### config.mk
export PLATFORM = sky130hd
export DESIGN_NAME = pidc_regs
export DESIGN_NICKNAME = d
export VERILOG_FILES = /design/src/pidc_pkg.sv /design/src/pidc_regs.sv
export SDC_FILE = /design/constraint.sdc
export NUM_CORES = 1
export LEC_CHECK = 0
export ABC_AREA = 1
export BUFFER_PORTS_ARGS = -buffer_cell sky130_fd_sc_hd__buf_2
export CORE_MARGIN = 2
export CORE_UTILIZATION = 43
export CTS_BUF_LIST = sky130_fd_sc_hd__clkbuf_8
export DETAILED_ROUTE_END_ITERATION = 8
export GPL_TIMING_DRIVEN = 0
export PLACE_DENSITY = 0.69
export SLEW_MARGIN = 25
export SYNTH_ARGS = -nofsm -noshare
export SYNTH_HDL_FRONTEND = slang
export SYNTH_SLANG_ARGS = --single-unit
### constraint.sdc
create_clock -name clk -period 3.1 [get_ports clk]
set_input_delay 0.155 -clock clk [delete_from_list [all_inputs] [get_ports clk]]
set_output_delay 0.155 -clock clk [all_outputs]
set_load 0.01 [all_outputs]
### src/pidc_pkg.sv
`timescale 1ns / 1ps
// ----------------------------------------------------------------------------
// PID controller package
// Q16.16 types, register map, configuration bundle and saturating arithmetic.
// ----------------------------------------------------------------------------
package pidc_pkg;

    // Q16.16 signed value
    typedef logic signed [31:0] q_t;

    // Configuration bundle from the register file to the datapath
    typedef struct packed {
        q_t   kp;
        q_t   ki_dt;
        q_t   kd_div_dt;
        q_t   out_max;
        q_t   out_min;
        logic deriv_meas;
    } pidc_cfg_t;

    localparam int ADDR_W = 5;

    // Register indexes (byte address / 4)
    localparam logic [2:0] REG_KP        = 3'd0;
    localparam logic [2:0] REG_KI_DT     = 3'd1;
    localparam logic [2:0] REG_KD_DIV_DT = 3'd2;
    localparam logic [2:0] REG_OUT_MAX   = 3'd3;
    localparam logic [2:0] REG_OUT_MIN   = 3'd4;
    localparam logic [2:0] REG_DERIV     = 3'd5;

    // Item actions
    localparam logic ACT_STEP  = 1'b0;
    localparam logic ACT_CLEAR = 1'b1;

    localparam q_t Q_MAX = 32'sh7FFF_FFFF;
    localparam q_t Q_MIN = 32'sh8000_0000;

    // Clamp a 33-bit result into 32 bits
    function automatic q_t sat33(input logic signed [32:0] v);
        q_t r;
        if (v[32] != v[31])
            r = v[32] ? Q_MIN : Q_MAX;
        else
            r = v[31:0];
        return r;
    endfunction

    function automatic q_t add_sat(input q_t a, input q_t b);
        logic signed [32:0] s;
        s = {a[31], a} + {b[31], b};
        return sat33(s);
    endfunction

    function automatic q_t sub_sat(input q_t a, input q_t b);
        logic signed [32:0] s;
        s = {a[31], a} - {b[31], b};
        return sat33(s);
    endfunction

    // Q16.16 multiply: floor of the product over 2^16, saturated to 32 bits
    function automatic q_t qmul_sat(input q_t a, input q_t b);
        logic signed [63:0] prod;
        q_t r;
        prod = 64'(a) * 64'(b);
        if ((&prod[63:47]) || !(|prod[63:47]))
            r = prod[47:16];
        else
            r = prod[63] ? Q_MIN : Q_MAX;
        return r;
    endfunction

endpackage

### src/pidc_regs.sv
`timescale 1ns / 1ps
// ----------------------------------------------------------------------------
// PID controller register file
// APB-style port holding gains, output limits and the derivative source.
// ----------------------------------------------------------------------------
module pidc_regs
(
    input  logic                        clk,
    input  logic                        rst_n,
    input  logic                        psel,
    input  logic                        penable,
    input  logic                        pwrite,
    input  logic [pidc_pkg::ADDR_W-1:0] paddr,
    input  logic [31:0]                 pwdata,
    output logic [31:0]                 prdata,
    output logic                        pready,
    output pidc_pkg::pidc_cfg_t         cfg
);
    import pidc_pkg::*;

    q_t         kp_reg;
    q_t         ki_dt_reg;
    q_t         kd_div_dt_reg;
    q_t         out_max_reg;
    q_t         out_min_reg;
    logic       deriv_reg;
    logic       wr_en;
    logic [2:0] reg_idx;

    assign pready  = 1'b1;
    assign reg_idx = paddr[4:2];
    assign wr_en   = psel && penable && pwrite;

    // Write on the access phase of a transaction
    always_ff @(posedge clk or negedge rst_n)
    begin
        if (!rst_n)
        begin
            kp_reg        <= '0;
            ki_dt_reg     <= '0;
            kd_div_dt_reg <= '0;
            out_max_reg   <= Q_MAX;
            out_min_reg   <= Q_MIN;
            deriv_reg     <= 1'b0;
        end
        else if (wr_en)
        begin
            unique case (reg_idx)
                REG_KP:        kp_reg        <= pwdata;
                REG_KI_DT:     ki_dt_reg     <= pwdata;
                REG_KD_DIV_DT: kd_div_dt_reg <= pwdata;
                REG_OUT_MAX:   out_max_reg   <= pwdata;
                REG_OUT_MIN:   out_min_reg   <= pwdata;
                REG_DERIV:     deriv_reg     <= pwdata[0];
                default:       ;
            endcase
        end
    end

    // Read back
    always_comb
    begin
        unique case (reg_idx)
            REG_KP:        prdata = kp_reg;
            REG_KI_DT:     prdata = ki_dt_reg;
            REG_KD_DIV_DT: prdata = kd_div_dt_reg;
            REG_OUT_MAX:   prdata = out_max_reg;
            REG_OUT_MIN:   prdata = out_min_reg;
            REG_DERIV:     prdata = {31'd0, deriv_reg};
            default:       prdata = '0;
        endcase
    end

    assign cfg = '{kp:         kp_reg,
                   ki_dt:      ki_dt_reg,
                   kd_div_dt:  kd_div_dt_reg,
                   out_max:    out_max_reg,
                   out_min:    out_min_reg,
                   deriv_meas: deriv_reg};

endmodule

==> PnR_summary.wiki <==
{| class="wikitable"
! Metric !! Value
|-
| Result of the run || completed
|-
| Clk Tree Root Cell || sky130_fd_sc_hd__clkbuf_8
|-
| Post-synthesis cell count || 996
|-
| Arrival time worst endpoint || 2.10 ns
|-
| Critical register-to-register path endpoint || out_min_reg[31]$_DFFE_PN1P_
|-
| Synth warn || 0
|-
| Busiest layer in global routing || met2
|-
| Critical Path Slowest Stage Cell || sky130_fd_sc_hd__clkbuf_1
|-
| Worst vdd ir || 0.299 mV
|-
| Number of nets with antenna violations after routing || 0
|-
| Cell family contributing the most delay on the critical path || buffers and inverters
|-
| Clock Sink Count || 161
|-
| Initial drt markers || 839
|-
| Clock slew at reported path FFs || 0.08 ns
|-
| Total setup violations reported at the end of the flow || 0
|-
| Flip-flop and latch count after synthesis || 161
|-
| Maximum achievable frequency || 0.444 GHz
|-
| Die height || 138 um
|-
| Core region area || 17400 um^2
|-
| Count of inserted antenna diode cells || 0
|-
| CTS buffer count || 17
|-
| Cell Pwr Density || 611 nW/um^2
|-
| Latest clock arrival within the worst-skew pair || 0.47 ns
|-
| Maximum fanout along the worst path || 10
|-
| Biggest cell delay along the critical path || 0.73 ns
|-
| Width of the chip || 138 um
|-
| Worst Skew || 0 ns
|-
| H-tree lvl count || 4
|-
| Commonest non-fill, non-tap cell in the layout || sky130_fd_sc_hd__nand2_1
|-
| Classification of the worst-slack hold path || input port to flop
|-
| Number of primary I/O pins || 236
|-
| Slew margin rel. || 0.369
|-
| Length in cells of the worst reg-to-reg path || 2
|-
| Filler instances || 1695
|-
| Number of vias after detailed routing || 8275
|-
| DRC violation count after routing || 0
|-
| Met1 capacity usage during global routing || 0.447
|-
| Net count of the mapped netlist || 1038
|-
| Number of library cell types mapped by synthesis || 20
|-
| Sequential cell area fraction in the yosys report || 0.529
|-
| Layout Nets || 1322
|-
| Static leakage || 5.42 nW
|-
| Period minus WS final || 2.25 ns
|-
| CTS tree || built
|-
| Hpwl dp || 20.6 mm
|-
| Slack of the worst reg-to-reg path || 2.26 ns
|-
| Startpoint of the worst hold path || pwrite
|-
| Maxcap violations || 0
|-
| Worst R2R Start || out_min_reg[31]$_DFFE_PN1P_
|-
| Number of enable flip-flop cells after synthesis || 0
|-
| Global Route met3 Usage || 0.0728
|-
| Worst Tran Pin Value || 0.946 ns
|-
| Total area of sequential cells || 4070 um^2
|-
| Cell depth of the worst hold path || 5
|-
| Post CTS Setup Buffer Count || 0
|-
| Critical Setup Path Class || input port to output pin
|-
| Placer's final routability congestion estimate || 0.852
|-
| Cell repeated most along the worst path || sky130_fd_sc_hd__inv_2
|-
| Pre-antenna DRT Iters || 6
|-
| First-pass GRT wire length || 44.5 mm
|-
| Met2 Use GR || 0.498
|-
| Sort of element at the end of the critical path || output pin
|-
| Kind of launch point of the worst setup path || input port
|-
| Die footprint || 19000 um^2
|-
| Period utilisation layout || 0.726
|-
| Effective utilization at floorplan || 0.441
|-
| Non-filler cells, final || 1518
|-
| Synth-to-Final Area Change || 28.4%
|-
| Required arrival time at the worst endpoint || 2.94 ns
|-
| Area of combinational cells with multiple inputs || 2890 um^2
|-
| Number of hold violations in the final report || 0
|-
| Leading register cell type out of synthesis || sky130_fd_sc_hd__dfrtp_1
|-
| Leftover overflow at the end of global routing || 0
|-
| Post-synth ARST share || 1.00
|-
| Row count || 48
|-
| Tot Pwr || 6.03 mW
|-
| Mean cell area of the mapped netlist || 7.72 um^2
|-
| Fraction of final layout cells with drive strength greater than 1 || 0.257
|-
| Buffer depth of the longest clock path || 2
|-
| Dpl cells || 1453
|-
| Number of buffer cells added on primary ports || 231
|-
| Worst-path cell chain || buf_4, inv_2, nand3_2, inv_2, clkbuf_1, a21oi_1, nand2_1, buf_2
|-
| Global routing usage summed across all routing layers || 0.324
|-
| Initial antenna violation count || 0
|-
| Final wirelength || 30.4 mm
|-
| Most frequent cells in the layout || 284 x sky130_fd_sc_hd__nand2_1, 248 x sky130_fd_sc_hd__buf_2, 144 x sky130_fd_sc_hd__o21ai_0
|-
| Detailed-route vias per instance || 5.45
|-
| Vias in the first global route || 7528
|-
| Cell area after technology mapping || 7690 um^2
|-
| Pin count of the biggest net entering global routing || 82
|-
| Buffers plus inverters on the worst setup path || 5
|-
| Final max-slew violation count || 0
|-
| Average detailed-routed wire length per instance || 20.1 um
|-
| Endpoint with the worst hold slack || deriv_reg$_DFFE_PN0P_
|-
| Setup repair after global routing missed its margin || no
|}
## what timing repair did
item | in CTS | in global routing
hold buffers | 33 | 0
gates resized for setup | 0 | 0
endpoints found under the hold margin | 218 | 0
## layout make-up
type,count,area share
clock buffer,18,0.0251
buffer,67,0.0304
timing repair buffer,265,0.154
multi-input combinational,653,0.292
tap,225,0.0285
clock inverter,14,0.0133
sequential,161,0.412
inverter,115,0.0437
## cell usage after synthesis, types with 10 or more instances
cell                       number  area [um^2]
sky130_fd_sc_hd__o21ai_1       31          155
sky130_fd_sc_hd__nand2_1      284         1070
sky130_fd_sc_hd__clkbuf_1      32          120
sky130_fd_sc_hd__nand4_1       38          238
sky130_fd_sc_hd__buf_1         10         37.5
sky130_fd_sc_hd__o21ai_0      144          721
sky130_fd_sc_hd__dfrtp_1      129         3230
sky130_fd_sc_hd__nor2_1        80          300
sky130_fd_sc_hd__buf_2         18         90.1
sky130_fd_sc_hd__inv_1        113          424
sky130_fd_sc_hd__nand3_1       53          265
sky130_fd_sc_hd__dfstp_2       32          841
sky130_fd_sc_hd__a21oi_1       13         65.1
## where the power goes
part / leakage, nW / internal, mW / total (mW) / switching, mW
Clock: 0.182 / 0.665 / 1.53 / 0.866
Combinational: 3.25 / 0.609 / 1.59 / 0.982
Sequential: 1.98 / 2.59 / 2.91 / 0.321
Total: 5.42 / 3.86 / 6.03 / 2.17
## cell families after synthesis
logic type             after synthesis  synth area share
buffers and inverters              182            0.0952
DFF                                161             0.529
AOI/OAI and AO/OA                  188             0.122
other                                1          0.000488
and+or+nand+nor                    464             0.253
## layer usage
metal	routed length, um	vias up	share of wire
met2	13700	492	0.45
met1	12700	3981	0.42
met3	3050	62	0.10
li1	-	3740	-
met5	0	-	0
met4	1010	0	0.033
## worst max path at each step
stage / startpoint / endpoint / slack (ns) / depth (start not counted)
2_1_floorplan: paddr[2] / prdata[10] / 1.84 / 7
3_5_place_dp: paddr[2] / prdata[1] / 0.94 / 8
5_1_grt: paddr[2] / prdata[1] / 0.82 / 8
6_report: paddr[2] / prdata[1] / 0.85 / 8
3_3_place_gp: rst_n / kd_div_dt_reg[3]$_DFFE_PN0P_ / -0.64 / 1
4_1_cts: paddr[2] / prdata[1] / 0.94 / 8
## stage by stage
| step | TNS, ns | setup slack [ns] | area, um^2 | hold slack [ns] | utilization |
|---|---|---|---|---|---|
| after floorplan | 0 | 1.84 | 7690 | -0.141 | - |
| after global placement | -81.93 | -0.643 | 9130 | 0.402 | 0.524 |
| after detailed placement | 0 | 0.940 | 9160 | 0.186 | 0.526 |
| after CTS | 0 | 0.936 | 9870 | 0.100 | 0.567 |
| after global routing | 0 | 0.816 | 9870 | 0.173 | 0.567 |
| final | 0 | 0.849 | 9870 | 0.128 | 0.567 |
## worst min-delay path: stages
cell,delay [ns]
sky130_fd_sc_hd__buf_2,0.10
sky130_fd_sc_hd__inv_1,0.04
sky130_fd_sc_hd__nor2_1,0.08
sky130_fd_sc_hd__nand3_1,0.09
sky130_fd_sc_hd__o21ai_0,0.08
Power figures use the tool's default switching activity.
